--- config.mk ---
export PLATFORM = sky130hd
export DESIGN_NAME = suffixed_number_literal_parser
export DESIGN_NICKNAME = d
export VERILOG_FILES = /design/src/snlp_pkg.sv /design/src/snlp_accum.sv /design/src/suffixed_number_literal_parser.sv
export SDC_FILE = /design/constraint.sdc
export NUM_CORES = 1
export LEC_CHECK = 0
export ABC_AREA = 1
export BUFFER_PORTS_ARGS = -buffer_cell sky130_fd_sc_hd__buf_2
export CAP_MARGIN = 5
export CORE_MARGIN = 2
export CORE_UTILIZATION = 57
export CTS_CLUSTER_SIZE = 14
export DETAILED_ROUTE_END_ITERATION = 8
export PLACE_DENSITY = 0.75
export SLEW_MARGIN = 10
export SYNTH_ARGS = -nofsm -noshare
export SYNTH_HDL_FRONTEND = slang
export SYNTH_SLANG_ARGS = --single-unit
export TNS_END_PERCENT = 100
--- constraint.sdc ---
create_clock -name clk_i -period 4.1 [get_ports clk_i]
set_input_delay 0.82 -clock clk_i [delete_from_list [all_inputs] [get_ports clk_i]]
set_output_delay 0.82 -clock clk_i [all_outputs]
set_load 0.01 [all_outputs]
--- src/snlp_pkg.sv ---
// Types, constants and character decode for the suffixed literal parser.
package snlp_pkg;

  localparam int ValueBits  = 32;
  localparam int OutBits    = 32;
  localparam int RadixCount = 4;
  localparam int DigitBits  = 4;

  typedef enum logic [1:0] {
    RadixDec,
    RadixOct,
    RadixBin,
    RadixHex
  } radix_e;

  localparam logic [7:0] CharD    = 8'h44;
  localparam logic [7:0] CharO    = 8'h4F;
  localparam logic [7:0] CharB    = 8'h42;
  localparam logic [7:0] CharH    = 8'h48;
  localparam logic [7:0] CharZero = 8'h30;
  localparam logic [7:0] CharNine = 8'h39;
  localparam logic [7:0] CharUpA  = 8'h41;
  localparam logic [7:0] CharUpF  = 8'h46;
  localparam logic [7:0] CharLowA = 8'h61;
  localparam logic [7:0] CharLowZ = 8'h7A;
  localparam logic [7:0] CaseBit  = 8'h20;
  localparam logic [DigitBits-1:0] HexTen = 4'd10;

  // One decoded character on its way into the accumulators.
  typedef struct packed {
    logic                 fire;
    logic                 last;
    logic                 suffix;
    radix_e               sel;
    logic                 is_digit;
    logic [DigitBits-1:0] digit;
  } step_t;

  typedef struct packed {
    logic               ok;
    logic [OutBits-1:0] value;
  } result_t;

  function automatic step_t decode_char(logic [7:0] code, logic last);
    logic [7:0] c;
    step_t      s;
    c = code;
    if (c >= CharLowA && c <= CharLowZ) begin
      c = c & ~CaseBit;
    end
    s.fire     = 1'b0;
    s.last     = last;
    s.is_digit = 1'b0;
    s.digit    = '0;
    if (c >= CharZero && c <= CharNine) begin
      s.is_digit = 1'b1;
      s.digit    = DigitBits'(c - CharZero);
    end else if (c >= CharUpA && c <= CharUpF) begin
      s.is_digit = 1'b1;
      s.digit    = DigitBits'(c - CharUpA) + HexTen;
    end
    s.suffix = 1'b1;
    case (c)
      CharD:   s.sel = RadixDec;
      CharO:   s.sel = RadixOct;
      CharB:   s.sel = RadixBin;
      CharH:   s.sel = RadixHex;
      default: begin
        s.sel    = RadixDec;
        s.suffix = 1'b0;
      end
    endcase
    return s;
  endfunction

endpackage

--- src/snlp_accum.sv ---
// Per-radix accumulators and digit-valid flags, with result selection.
module snlp_accum (
  input  logic             clk_i,
  input  logic             rst_ni,
  input  snlp_pkg::step_t   step_i,
  output snlp_pkg::result_t result_o
);
  import snlp_pkg::*;

  logic [ValueBits-1:0]  acc_q   [RadixCount];
  logic [ValueBits-1:0]  acc_fed [RadixCount];
  logic [ValueBits-1:0]  acc_nxt [RadixCount];
  logic [RadixCount-1:0] ok_q, ok_fed, feed, legal;
  logic [ValueBits-1:0]  dig_ext;

  assign dig_ext = ValueBits'(step_i.digit);

  // Constant multiplies reduce to shifts and one add (two for decimal).
  always_comb begin
    acc_nxt[RadixDec] = (acc_q[RadixDec] << 3) + (acc_q[RadixDec] << 1) + dig_ext;
    acc_nxt[RadixOct] = (acc_q[RadixOct] << 3) + dig_ext;
    acc_nxt[RadixBin] = (acc_q[RadixBin] << 1) + dig_ext;
    acc_nxt[RadixHex] = (acc_q[RadixHex] << 4) + dig_ext;
  end

  always_comb begin
    legal[RadixDec] = step_i.is_digit && (step_i.digit <= 4'd9);
    legal[RadixOct] = step_i.is_digit && (step_i.digit <= 4'd7);
    legal[RadixBin] = step_i.is_digit && (step_i.digit <= 4'd1);
    legal[RadixHex] = step_i.is_digit;
    // a final non-suffix char is one more decimal digit
    feed            = {RadixCount{step_i.fire && !step_i.last}};
    feed[RadixDec]  = step_i.fire && !(step_i.last && step_i.suffix);
  end

  always_comb begin
    for (int r = 0; r < RadixCount; r++) begin
      acc_fed[r] = acc_q[r];
      ok_fed[r]  = ok_q[r];
      if (feed[r] && ok_q[r]) begin
        if (legal[r]) begin
          acc_fed[r] = acc_nxt[r];
        end else begin
          ok_fed[r] = 1'b0;
        end
      end
    end
  end

  assign result_o.ok    = ok_fed[step_i.sel];
  assign result_o.value = OutBits'(acc_fed[step_i.sel]);

  always_ff @(posedge clk_i or negedge rst_ni) begin
    if (!rst_ni) begin
      ok_q <= '1;
      for (int r = 0; r < RadixCount; r++) begin
        acc_q[r] <= '0;
      end
    end else if (step_i.fire) begin
      if (step_i.last) begin
        ok_q <= '1;
        for (int r = 0; r < RadixCount; r++) begin
          acc_q[r] <= '0;
        end
      end else begin
        ok_q <= ok_fed;
        for (int r = 0; r < RadixCount; r++) begin
          acc_q[r] <= acc_fed[r];
        end
      end
    end
  end

endmodule

--- src/suffixed_number_literal_parser.sv ---
// Top level of the suffixed numeric literal parser.
//
//   channel | handshake            | payload
//   --------+----------------------+-------------------------
//   in      | in_valid_i/in_ready_o | char_code_i, last_char_i
//   out     | out_valid_o/out_ready_i | value_ok_o, value_o
//
// One character word per cycle while no final character is held; a result word is
// registered after its final character is taken (input register at the accepting
// edge, then the result register once that character advances).
// The accumulator update is a shift-and-add per radix between those registers.
// Reset zeroes all accumulators and sets every digit-ok flag; the next literal starts fresh.
// A final character waits in the input register only while the result
// register is full and not being drained; other characters never wait.
module suffixed_number_literal_parser (
  input  logic        clk_i,
  input  logic        rst_ni,
  input  logic        in_valid_i,
  output logic        in_ready_o,
  input  logic [7:0]  char_code_i,
  input  logic        last_char_i,
  output logic        out_valid_o,
  input  logic        out_ready_i,
  output logic        value_ok_o,
  output logic [31:0] value_o
);
  import snlp_pkg::*;

  logic               in_valid_q, in_valid_d;
  logic [7:0]         char_q;
  logic               last_q;
  logic               advance;
  logic               out_valid_q, out_valid_d;
  logic               ok_q;
  logic [OutBits-1:0] value_q;
  step_t              step;
  result_t            result;

  assign advance    = in_valid_q && (!last_q || !out_valid_q || out_ready_i);
  assign in_ready_o = !in_valid_q || advance;
  assign in_valid_d = in_ready_o ? in_valid_i : in_valid_q;

  always_comb begin
    step      = decode_char(char_q, last_q);
    step.fire = advance;
  end

  snlp_accum u_accum (
    .clk_i    (clk_i),
    .rst_ni   (rst_ni),
    .step_i   (step),
    .result_o (result)
  );

  always_comb begin
    out_valid_d = out_valid_q;
    if (advance && last_q) begin
      out_valid_d = 1'b1;
    end else if (out_ready_i) begin
      out_valid_d = 1'b0;
    end
  end

  always_ff @(posedge clk_i or negedge rst_ni) begin
    if (!rst_ni) begin
      in_valid_q  <= 1'b0;
      out_valid_q <= 1'b0;
    end else begin
      in_valid_q  <= in_valid_d;
      out_valid_q <= out_valid_d;
    end
  end

  always_ff @(posedge clk_i) begin
    if (in_valid_i && in_ready_o) begin
      char_q <= char_code_i;
      last_q <= last_char_i;
    end
    if (advance && last_q) begin
      ok_q    <= result.ok;
      value_q <= result.value;
    end
  end

  assign out_valid_o = out_valid_q;
  assign value_ok_o  = ok_q;
  assign value_o     = value_q;

endmodule

==> results.py, run 1 <==
metrics = {
    "status": {
        "status": "finished clean",
    },
    "power_and_ir_drop": {
        "vdd_ir_drop_max_mv": 0.280,
        "cellLeakagePower_nw": 7.90,
        "powerDensity_nw_per_um2": 265,
    },
    "cts": {
        "cts_hold_buf": 0,
        "clock_path_buffers": 2,
        "htree_levels": 4,
        "clkSinkCount": 176,
        "cts_tree": "done",
        "cts_buffers": 17,
        "cts-root-buf": "clkbuf_16",
        "clk-insertion-delay-late_ns": 0.44,
        "clk_pin_slew_ns": 0.08,
    },
    "yosys": {
        "syn_area_um2": 13000,
        "postSynthCellCount": 1860,
        "synth-async-reset-ratio": 0.761,
        "syn_avg_cell_area_um2": 7.01,
        "ys_warn_count": 0,
        "syn_nets": 1944,
        "synth_cell_type_count": 47,
        "synth-edff-count": 42,
        "synth_ff_type": "dfrtp_1",
        "ys_seq_elements": 176,
        "ys_seq_area_frac": 0.354,
    },
    "timing": {
        "worst_pin_slew_ns": 0.890,
        "fmax_mhz": 245,
        "setup_violations": 0,
        "clock_skew_ns": 0.0150,
        "rsz0062_at_grt": "true",
        "fin_setup_tns_ns": 0,
        "maxSlewHeadroom": 0.407,
        "maxSlewViolCount": 0,
        "finalCritPeriodShare": 0.995,
        "period_minus_slack_ns": 4.08,
        "whs_ns": 0.457,
        "hold_violations": 0,
    },
    "critical_path": {
        "startpoint": "char_q[1]$_DFFE_PP_",
        "worstSetupPathType": "reg -> reg",
        "r2r_cells": 30,
        "worstPathRequired_ns": 4.31,
        "endpoint": "value_o[25]$_DFFE_PP_",
        "rr_startpoint": "char_q[1]$_DFFE_PP_",
        "slowest_stage": "edfxtp_1",
        "startpoint_type": "flip-flop",
        "arrival_ns": 4.29,
        "slowest_delay_ns": 0.48,
        "r2r_setup_slack_ns": 0.02,
        "crit_fanout": 4,
        "crit_top_cell": "nand2_2",
        "timing.rr.end": "value_o[25]$_DFFE_PP_",
        "cp-end-kind": "flip-flop",
    },
    "die": {
        "core_um2": 22600,
        "io-pin-count": 48,
        "die_y_um": 155,
        "die_x_um": 155,
        "std_cell_rows": 55,
        "start_util": 0.577,
        "dieArea_um2": 24100,
    },
    "final_layout": {
        "syn_to_final_growth_pct": 17.5,
        "antenna_cells_inserted": 0,
        "design_area_um2": 15300,
        "fin_nets": 2035,
        "final_core_util": 0.679,
        "fillers": 1955,
        "drive_gt1_frac": 0.188,
    },
    "global_routing": {
        "grt_remaining_overflow": 0,
        "track_usage": 0.348,
        "grt_antenna_before_repair": 0,
        "grt_max_degree": 88,
        "grt_pass1_wl_um": 65800,
        "first_global_vias": 12400,
    },
    "job": {
        "drv_cap": 0,
    },
    "drt": {
        "vias": 13200,
        "dr.pass1.iters": 6,
        "wl_um": 41700,
        "drc_errors": 0,
        "via_per_inst": 5.87,
        "drt-initial-drc-count": 1512,
        "avgRoutedWirePerCell_um": 18.6,
        "ant_nets": 0,
    },
    "hold_path": {
        "hold_path.class": "in -> async",
    },
    "placed_design": {
        "gp_congestion": 0.980,
        "dpl.hpwl_um": 29000,
        "place_area_um2": 14000,
        "portBuffers": 47,
    },
}
-- timing repair --
action	in CTS	in global routing
setup endpoints to repair	27	63
pin swaps	2	66
resized for setup	17	145
buffers inserted	4	15
-- logic make-up (layout without fill, tap and decap cells) --
group,Yosys count,after routing,share of synthesized area
and+or+nand+nor,908,908,0.300
buffers and inverters,314,418,0.0957
adders and majority gates,71,71,0.0699
xor gates and xnor gates,65,65,0.0437
DFF,176,176,0.354
AOI/OAI and AO/OA,326,326,0.137
-- synthesized netlist by cell type, types with 3 or more instances --
| master | instances | area share |
|---|---|---|
| a21oi_1 | 46 | 0.018 |
| a22o_1 | 9 | 0.0060 |
| a31oi_1 | 4 | 0.0019 |
| buf_1 | 9 | 0.0026 |
| buf_2 | 19 | 0.0073 |
| buf_4 | 8 | 0.0046 |
| clkbuf_1 | 41 | 0.012 |
| dfrtp_1 | 130 | 0.25 |
| dfstp_2 | 4 | 0.0081 |
| edfxtp_1 | 42 | 0.097 |
| fa_1 | 3 | 0.0046 |
| ha_1 | 68 | 0.065 |
| inv_1 | 200 | 0.058 |
| inv_2 | 34 | 0.0098 |
| nand2_1 | 602 | 0.17 |
| nand2_2 | 4 | 0.0019 |
| nand3_1 | 100 | 0.038 |
| nand3_2 | 4 | 0.0031 |
| nand4_1 | 62 | 0.030 |
| nor2_1 | 75 | 0.022 |
| nor2_2 | 4 | 0.0019 |
| nor3_1 | 34 | 0.013 |
| nor3_2 | 3 | 0.0023 |
| nor4_1 | 9 | 0.0043 |
| o21ai_0 | 127 | 0.049 |
| o21ai_1 | 81 | 0.031 |
| o21bai_1 | 4 | 0.0023 |
| o22ai_1 | 45 | 0.022 |
| xnor2_1 | 6 | 0.0040 |
| xor2_1 | 59 | 0.040 |
-- power breakdown --
group	total, mW	internal [mW]	switching, mW
clock	1.70	0.902	0.801
sequential	1.88	1.85	0.0281
combinational	0.483	0.130	0.353
total	4.06	2.88	1.18
-- cell usage in the layout (no fill, tap or decap), types with 43 or more instances in the layout --
master   instances
nand4_1         62
o22ai_1         44
nand3_1         75
nor2_1          65
inv_1          190
ha_1            57
nand2_1        565
o21ai_1         79
inv_2           43
dfrtp_1        130
xor2_1          54
buf_2           46
o21ai_0        118
buf_4           96
-- per-stage QoR --
step / power, mW / setup WS, ns / cells
2_1_floorplan: 2.17 / 0.00403 / 1860
3_5_place_dp: 2.35 / -0.116 / 2200
4_1_cts: 4.04 / 0.00575 / 2236
3_3_place_gp: 2.34 / -0.0274 / 2200
5_1_grt: 4.17 / -0.284 / 2249
6_report: 4.06 / 0.0191 / 2249
-- layout make-up --
| class | count | area (um2) | share of cell area |
|---|---|---|---|
| Clock buffer | 20 | 458 | 0.0299 |
| Timing Repair Buffer | 151 | 1070 | 0.0698 |
| Inverter | 235 | 890 | 0.0581 |
| Sequential cell | 176 | 4620 | 0.302 |
| Clock inverter | 12 | 141 | 0.00923 |
| Multi-Input combinational cell | 1370 | 7780 | 0.508 |
| Tap cell | 285 | 357 | 0.0233 |
-- worst min path at each step --
stage                                        startpoint                       endpoint  cells past startpoint
after floorplan           u_accum.acc_q[63]$_DFFE_PN0P_  u_accum.acc_q[63]$_DFFE_PN0P_                      2
after global routing                             rst_ni  u_accum.acc_q[72]$_DFFE_PN0P_                      1
after CTS                                        rst_ni  u_accum.acc_q[72]$_DFFE_PN0P_                      1
final                                            rst_ni  u_accum.acc_q[72]$_DFFE_PN0P_                      1
after detailed placement  u_accum.acc_q[94]$_DFFE_PN0P_  u_accum.acc_q[94]$_DFFE_PN0P_                      1
after global placement    u_accum.acc_q[63]$_DFFE_PN0P_  u_accum.acc_q[63]$_DFFE_PN0P_                      2
-- layer usage --
layer	vias up	GRT usage	wire length (um)
li1	6311	-	-
met1	6179	0.501	18000
met2	630	0.530	18200
met3	91	0.0655	4010
met4	0	0.119	1450
met5	-	0	0
-- critical path, delay by kind of cell, from the launching register on --
family	cells	cell delay [ns]
AND/OR/NAND/NOR	20	2.06
buffers and inverters	6	0.60
adder cells (fa/ha/maj)	3	0.56
flip-flops	1	0.48
AO/OA/AOI/OAI	1	0.13
-- flip-flops by register name (all words and copies together) (netlist names) --
register and count:
in_valid_q 1, value_ok_o 1, char_q 8, u_accum.ok_q 4, value_o 32, last_q 1
u_accum.acc_q 128, out_valid_o 1
No activity file was read; power rests on OpenSTA's default activity.
==> run 2: changes to the inputs <==
--- a/config.mk
+++ b/config.mk
@@ -5,14 +5,13 @@
 export SDC_FILE = /design/constraint.sdc
 export NUM_CORES = 1
 export LEC_CHECK = 0
-export ABC_AREA = 1
 export BUFFER_PORTS_ARGS = -buffer_cell sky130_fd_sc_hd__buf_2
 export CAP_MARGIN = 5
 export CORE_MARGIN = 2
 export CORE_UTILIZATION = 57
 export CTS_CLUSTER_SIZE = 14
 export DETAILED_ROUTE_END_ITERATION = 8
-export PLACE_DENSITY = 0.75
+export PLACE_DENSITY = 0.76
 export SLEW_MARGIN = 10
 export SYNTH_ARGS = -nofsm -noshare
 export SYNTH_HDL_FRONTEND = slang
==> run 2 against run 1 <==
Net effect:
- power down 6.7%
- critical endpoint is now value_o[21]$_DFFE_PP_
- die area is 14% lower
- utilization decreased by 1.0 points
- non-clock buffer count shrank 30
- the run now ends with negative setup slack left
- flip-flop and latch count unchanged
==> results.py, run 2 <==
metrics = {
    "timing": {
        "setup_violations": 10,
        "finalCritPeriodShare": 1.03,
        "rsz0062_at_grt": "true",
        "clock_skew_ns": 0.00943,
        "maxSlewHeadroom": 0.193,
        "period_minus_slack_ns": 4.21,
        "layout_setup_ws_ns": -0.107,
        "fmax_mhz": 238,
        "hold_violations": 0,
        "worst_pin_slew_ns": 1.21,
        "maxSlewViolCount": 0,
    },
    "yosys": {
        "yosys.area.top_type_share": 0.290,
        "syn_nets": 1286,
        "postSynthCellCount": 1202,
        "synth_cell_type_count": 79,
        "ys_seq_elements": 176,
        "ys_warn_count": 0,
        "synth_ff_type": "dfrtp_1",
        "yosys.area.top_type": "dfrtp_1",
        "yosysMostFrequentCell": "nand2_1",
        "ys_seq_area_frac": 0.412,
        "synth-async-reset-ratio": 0.761,
        "syn_avg_cell_area_um2": 9.33,
        "synth-edff-count": 42,
        "syn_area_um2": 11200,
        "ys_top_cells_by_count": "nand2_1 (186), dfrtp_1 (130), o21ai_0 (101), ha_1 (68), a21oi_1 (67)",
        "synth_area_leaders": "dfrtp_1 (29%), edfxtp_1 (11%), ha_1 (7.6%)",
    },
    "drt": {
        "drt-initial-drc-count": 942,
        "vias": 9986,
        "dr.pass1.iters": 5,
        "drc_errors": 0,
        "ant_nets": 0,
        "avgRoutedWirePerCell_um": 21.1,
        "via_per_inst": 6.43,
        "wl_um": 32800,
    },
    "global_routing": {
        "grt_remaining_overflow": 0,
        "grt_max_degree": 89,
        "first_global_vias": 9655,
        "grt_antenna_before_repair": 0,
        "track_usage": 0.327,
        "grt_pass1_wl_um": 52000,
    },
    "critical_path": {
        "cp-end-kind": "flip-flop",
        "startpoint_type": "flip-flop",
        "slowest_stage": "fa_2",
        "slowest_delay_ns": 0.59,
        "r2r_setup_slack_ns": -0.11,
        "worstPathRequired_ns": 4.36,
        "r2r_cells": 15,
        "timing.rr.end": "value_o[21]$_DFFE_PP_",
        "worstPathCellList": "ha_2, or4b_4, and3_4, a21o_1, fa_2, ha_4, a21oi_4, o22ai_2, o31ai_2, buf_4, o211ai_1, a2111oi_4, nor2_1, xnor2_1, a211oi_1",
        "arrival_ns": 4.47,
        "crit_fanout": 3,
        "rr_startpoint": "char_q[0]$_DFFE_PP_",
        "worstSetupPathType": "reg -> reg",
    },
    "cts": {
        "cts-root-buf": "clkbuf_16",
        "htree_levels": 4,
        "cts_buffers": 17,
        "clk-insertion-delay-late_ns": 0.44,
        "clk_pin_slew_ns": 0.07,
        "cts_hold_buf": 0,
        "clkSinkCount": 176,
        "cts_tree": "done",
        "clock_path_buffers": 2,
    },
    "final_layout": {
        "fin_nets": 1359,
        "multi_input_area_um2": 6520,
        "drive_gt1_frac": 0.177,
        "largest_reg_flops": 128,
        "layout_common_cells": "nand2_1 (185), dfrtp_1 (130), o21ai_0 (84), buf_4 (69), ha_1 (63)",
        "fin_cells": 1553,
        "syn_to_final_growth_pct": 15.6,
        "final_common_cell": "nand2_1",
        "largest-register": "u_accum.acc_q",
        "final-seq-area_um2": 4620,
        "fillers": 1556,
        "antenna_cells_inserted": 0,
    },
    "placed_design": {
        "dp_slack_ns": -0.226,
        "dpl.hpwl_um": 22700,
        "portBuffers": 47,
        "gp_congestion": 0.986,
        "placedCellCount": 1506,
    },
    "power_and_ir_drop": {
        "powerDensity_nw_per_um2": 292,
        "cellLeakagePower_nw": 5.88,
        "vdd_ir_drop_max_mv": 0.295,
    },
    "die": {
        "core_um2": 19400,
        "io-pin-count": 48,
        "dieArea_um2": 20800,
        "die_x_um": 144,
        "die_y_um": 144,
        "std_cell_rows": 51,
        "start_util": 0.578,
    },
    "hold_path": {
        "hold_path.class": "in -> async",
    },
    "status": {
        "status": "complete, but fails checks",
        "violations": "negative setup slack",
    },
    "job": {
        "drv_cap": 0,
    },
}
## run 2: cell types whose count changed after synthesis, sizes merged, moves of 21 or more
cell,previous run,this run
o21ai,210,111
a21oi,47,68
a22o,9,57
nand4,62,14
a21o,2,24
nand3,106,42
xor2,59,38
mux2i,0,23
inv,234,17
xnor2,6,42
nor3,38,16
o22ai,45,8
nand2,609,186
## run 2: power breakdown
part	leakage, nW	switching [mW]	internal [mW]	total, mW
Sequential	2.26	0.0200	1.83	1.85
Combinational	3.33	0.193	0.0829	0.275
Clock	0.286	0.729	0.930	1.66
## run 2: area by class of cell
type,instances,area share
clock buffers,19,0.0349
clock inverters,13,0.0103
inverters,17,0.00492
multi-input cells,942,0.503
flip-flops and latches,176,0.356
well taps,265,0.0256
repair buffers,121,0.0649
## run 2: critical path, delay by kind of cell, from the launching register on
family | cells | cell delay [ns]
XOR/XNOR | 1 | 0.16
buffers and inverters | 1 | 0.17
adder cells (fa/ha/maj) | 3 | 1.02
flip-flops | 1 | 0.43
AND/OR/NAND/NOR | 3 | 0.77
AO/OA/AOI/OAI | 7 | 1.45
## run 2: metal layers
| metal | vias to the layer above | share of wire | GRT usage | wire [um] |
|---|---|---|---|---|
| li1 | 4564 | - | - | - |
| met1 | 4923 | 0.42 | 0.427 | 13700 |
| met2 | 407 | 0.48 | 0.530 | 15600 |
| met3 | 92 | 0.058 | 0.0576 | 1910 |
| met4 | 0 | 0.047 | 0.155 | 1550 |
| met5 | - | 0 | 0 | 0 |
## run 2: how the worst max path moves through the flow
stage,cells past startpoint,start,endpoint,slack [ns]
6_report,15,char_q[0]$_DFFE_PP_,value_o[21]$_DFFE_PP_,-0.11
5_1_grt,15,char_q[0]$_DFFE_PP_,value_o[26]$_DFFE_PP_,-0.27
4_1_cts,15,char_q[0]$_DFFE_PP_,value_o[23]$_DFFE_PP_,-0.10
3_5_place_dp,14,char_q[0]$_DFFE_PP_,value_o[22]$_DFFE_PP_,-0.23
3_3_place_gp,14,char_q[0]$_DFFE_PP_,value_o[22]$_DFFE_PP_,-0.12
2_1_floorplan,14,char_q[0]$_DFFE_PP_,value_o[23]$_DFFE_PP_,0.005
## run 2: logic make-up after synthesis
kind of cell / share of synthesized area
xor gates and xnor gates: 0.0625
muxes: 0.0319
adders and majority gates: 0.0812
DFF: 0.412
buffers and inverters: 0.0312
AOI/OAI and AO/OA: 0.215
and+or+nand+nor: 0.166
## run 2: what timing repair did
item | CTS | global route
resized for setup | 18 | 40
buffers inserted | 9 | 8
hold endpoints to repair | 0 | 0
pin swaps | 32 | 39
endpoints found under the setup margin | 21 | 33
## run 2: metrics by stage
stage / utilization / power (mW) / hold slack (ns) / cell area, um2 / TNS (ns)
floorplan: - / 2.01 / 0.441 / 11300 / 0
global placement: 0.622 / 2.14 / 0.456 / 12100 / -0.420
detailed placement: 0.622 / 2.15 / 0.474 / 12100 / -1.70
CTS: 0.660 / 3.78 / 0.487 / 12800 / -0.431
global route: 0.668 / 3.90 / 0.521 / 13000 / -3.49
finish: 0.668 / 3.79 / 0.469 / 13000 / -0.588
==> run 3: changes to the inputs <==
--- a/config.mk
+++ b/config.mk
@@ -12,6 +12,7 @@
 export CTS_CLUSTER_SIZE = 14
 export DETAILED_ROUTE_END_ITERATION = 8
 export PLACE_DENSITY = 0.76
+export SETUP_SLACK_MARGIN = 0.15
 export SLEW_MARGIN = 10
 export SYNTH_ARGS = -nofsm -noshare
 export SYNTH_HDL_FRONTEND = slang
==> run 3 against run 2 <==
Net effect:
- the run still ends with negative setup slack left
- critical path depth stayed put
- non-clock buffer count up 7
- utilization is 1.0 points higher
- first-iteration DRC count shrank 4.6%
- sequential power hardly changed
- cell count increased by 0.45%
- register-to-register slack lost 0.14 ns
- worst setup slack worse by 0.14 ns
- die area stayed put
==> results.py, run 3 (same netlist as run 2, synthesis figures left out) <==
metrics = {
    "critical_path": {
        "arrival_ns": 4.50,
        "worstPathRequired_ns": 4.26,
        "startpoint_type": "flip-flop",
        "crit_fanout": 4,
        "worstSetupPathType": "reg -> reg",
        "worstPathCellList": "ha_2, or4b_4, and3_4, a21o_1, fa_1, ha_1, a21oi_2, o22ai_2, o31ai_4, buf_4, o31a_1, a21oi_2, a31oi_1, xor2_1, o2111ai_1",
        "cp-end-kind": "flip-flop",
        "r2r_cells": 15,
        "crit_cells": 15,
        "crit_top_cell": "a21oi_2",
        "cp_top_family": "compound AO/OA/AOI/OAI gates",
        "slowest_delay_ns": 0.50,
        "worst-path-buf-inv": 1,
        "slowest_stage": "fa_1",
    },
    "global_routing": {
        "grt_remaining_overflow": 0,
        "first_global_vias": 9644,
        "track_usage": 0.327,
        "grt_antenna_before_repair": 0,
        "grt_max_degree": 75,
        "grt_pass1_wl_um": 51800,
    },
    "final_layout": {
        "antenna_cells_inserted": 0,
        "largest_reg_flops": 128,
        "layout_common_cells": "nand2_1 (184), dfrtp_1 (130), o21ai_0 (78), buf_4 (76), ha_1 (63)",
        "largest-register": "u_accum.acc_q",
        "fin_nets": 1366,
        "syn_to_final_growth_pct": 17.3,
        "design_area_um2": 13200,
        "final_common_cell": "nand2_1",
        "drive_gt1_frac": 0.198,
    },
    "power_and_ir_drop": {
        "cellLeakagePower_nw": 5.93,
        "p_sw_uw": 946,
        "powerDensity_nw_per_um2": 288,
        "power_mw": 3.80,
        "swShare": 0.249,
        "p_int_mw": 2.85,
        "vdd_ir_drop_max_mv": 0.276,
        "clkPwrFrac": 0.440,
        "combinationalPowerShare": 0.072,
        "seqPwrFrac": 0.488,
    },
    "timing": {
        "worst_pin_slew_ns": 1.18,
        "setup_violations": 19,
        "whs_ns": 0.386,
        "fmax_mhz": 230,
        "clock_skew_ns": 0.0122,
        "rsz0062_at_grt": "true",
        "layout_setup_ws_ns": -0.244,
        "maxSlewHeadroom": 0.211,
        "finalCritPeriodShare": 1.06,
        "hold_violations": 0,
        "period_minus_slack_ns": 4.34,
        "maxSlewViolCount": 0,
    },
    "cts": {
        "clk-insertion-delay-late_ns": 0.44,
        "cts_buffers": 17,
        "clk_pin_slew_ns": 0.07,
        "clkSinkCount": 176,
        "cts_hold_buf": 0,
        "clock_path_buffers": 2,
        "cts_tree": "done",
        "cts-root-buf": "clkbuf_16",
        "htree_levels": 4,
    },
    "placed_design": {
        "gp_congestion": 1.02,
        "place_area_um2": 12000,
        "portBuffers": 47,
        "dpl.hpwl_um": 23100,
    },
    "die": {
        "die_x_um": 144,
        "start_util": 0.578,
        "std_cell_rows": 51,
        "core_um2": 19400,
        "dieArea_um2": 20800,
        "die_y_um": 144,
        "io-pin-count": 48,
    },
    "drt": {
        "drc_errors": 0,
        "via_per_inst": 6.45,
        "avgRoutedWirePerCell_um": 21.5,
        "drt-initial-drc-count": 899,
        "vias": 10100,
        "wl_um": 33600,
        "ant_nets": 0,
        "dr.pass1.iters": 8,
    },
    "status": {
        "violations": "negative setup slack",
        "status": "complete, but fails checks",
    },
    "hold_path": {
        "hold_path.class": "in -> async",
    },
    "job": {
        "drv_cap": 0,
    },
}
## run 3: changes by cell type in the layout (fill, tap and decap cells not counted), sizes merged
cell,delta
clkbuf,+1
clkinv,-1
buf,+7
## run 3: per-layer routing
| metal | track usage | vias to the layer above | routed length [um] |
|---|---|---|---|
| li1 | - | 4586 | - |
| met4 | 0.162 | 0 | 1640 |
| met2 | 0.536 | 464 | 16200 |
| met5 | 0 | - | 0 |
| met3 | 0.0507 | 101 | 2180 |
| met1 | 0.424 | 4913 | 13600 |
## run 3: repair_timing
action,4_1_cts,5_1_grt
setup buffers,14,12
pin swaps,31,39
hold endpoints to repair,0,0
resized for setup,36,50
endpoints found under the setup margin,27,44
## run 3: stage by stage
| stage | util | setup TNS [ns] | worst slack, ns | instances |
|---|---|---|---|---|
| 4_1_cts | 0.663 | -0.211 | -0.0665 | 1548 |
| 6_report | 0.678 | -2.10 | -0.244 | 1560 |
| 2_1_floorplan | - | 0 | 0.103 | 1202 |
| 3_5_place_dp | 0.620 | -0.737 | -0.142 | 1502 |
| 5_1_grt | 0.678 | -5.42 | -0.330 | 1560 |
| 3_3_place_gp | 0.620 | -0.0500 | -0.0217 | 1502 |
## run 3: final timing paths
kind                       slack, ns                              to                           from
min in group clk_i              0.49   u_accum.acc_q[63]$_DFFE_PN0P_  u_accum.acc_q[63]$_DFFE_PN0P_
setup / recovery               -0.24           value_o[29]$_DFFE_PP_            char_q[0]$_DFFE_PP_
setup reg to reg               -0.24           value_o[29]$_DFFE_PP_            char_q[0]$_DFFE_PP_
hold / removal                  0.39  u_accum.acc_q[124]$_DFFE_PN0P_                         rst_ni
max in group asynchronous       2.81     u_accum.ok_q[1]$_DFFE_PN1P_                         rst_ni
hold reg to reg                 0.49   u_accum.acc_q[63]$_DFFE_PN0P_  u_accum.acc_q[63]$_DFFE_PN0P_
## run 3: worst reg2reg max path, cell delays in order (launching register included)
cell       delay, ns
edfxtp_1        0.44
ha_2            0.22
or4b_4          0.49
and3_4          0.19
a21o_1          0.19
fa_1            0.50
ha_1            0.30
a21oi_2         0.19
o22ai_2         0.12
o31ai_4         0.32
buf_4           0.17
o31a_1          0.25
a21oi_2         0.10
a31oi_1         0.20
xor2_1          0.24
o2111ai_1       0.14
## run 3: layout make-up
| cell class | count | area (um2) |
|---|---|---|
| multi-input combinational | 942 | 6680 |
| fill | 1544 | 6240 |
| sequential | 176 | 4620 |
| timing repair buffer | 128 | 877 |
| clock buffer | 20 | 458 |
| tap | 265 | 332 |
| clock inverter | 12 | 129 |
| inverter | 17 | 63.8 |
## run 3: power groups by stage
stage / Combinational [mW] / Clock (mW) / Sequential, mW
after floorplan: 0.123 / 0 / 1.89
after global placement: 0.256 / 0 / 1.88
after detailed placement: 0.259 / 0 / 1.89
after CTS: 0.268 / 1.67 / 1.85
after global routing: 0.294 / 1.74 / 1.85
final: 0.275 / 1.67 / 1.85
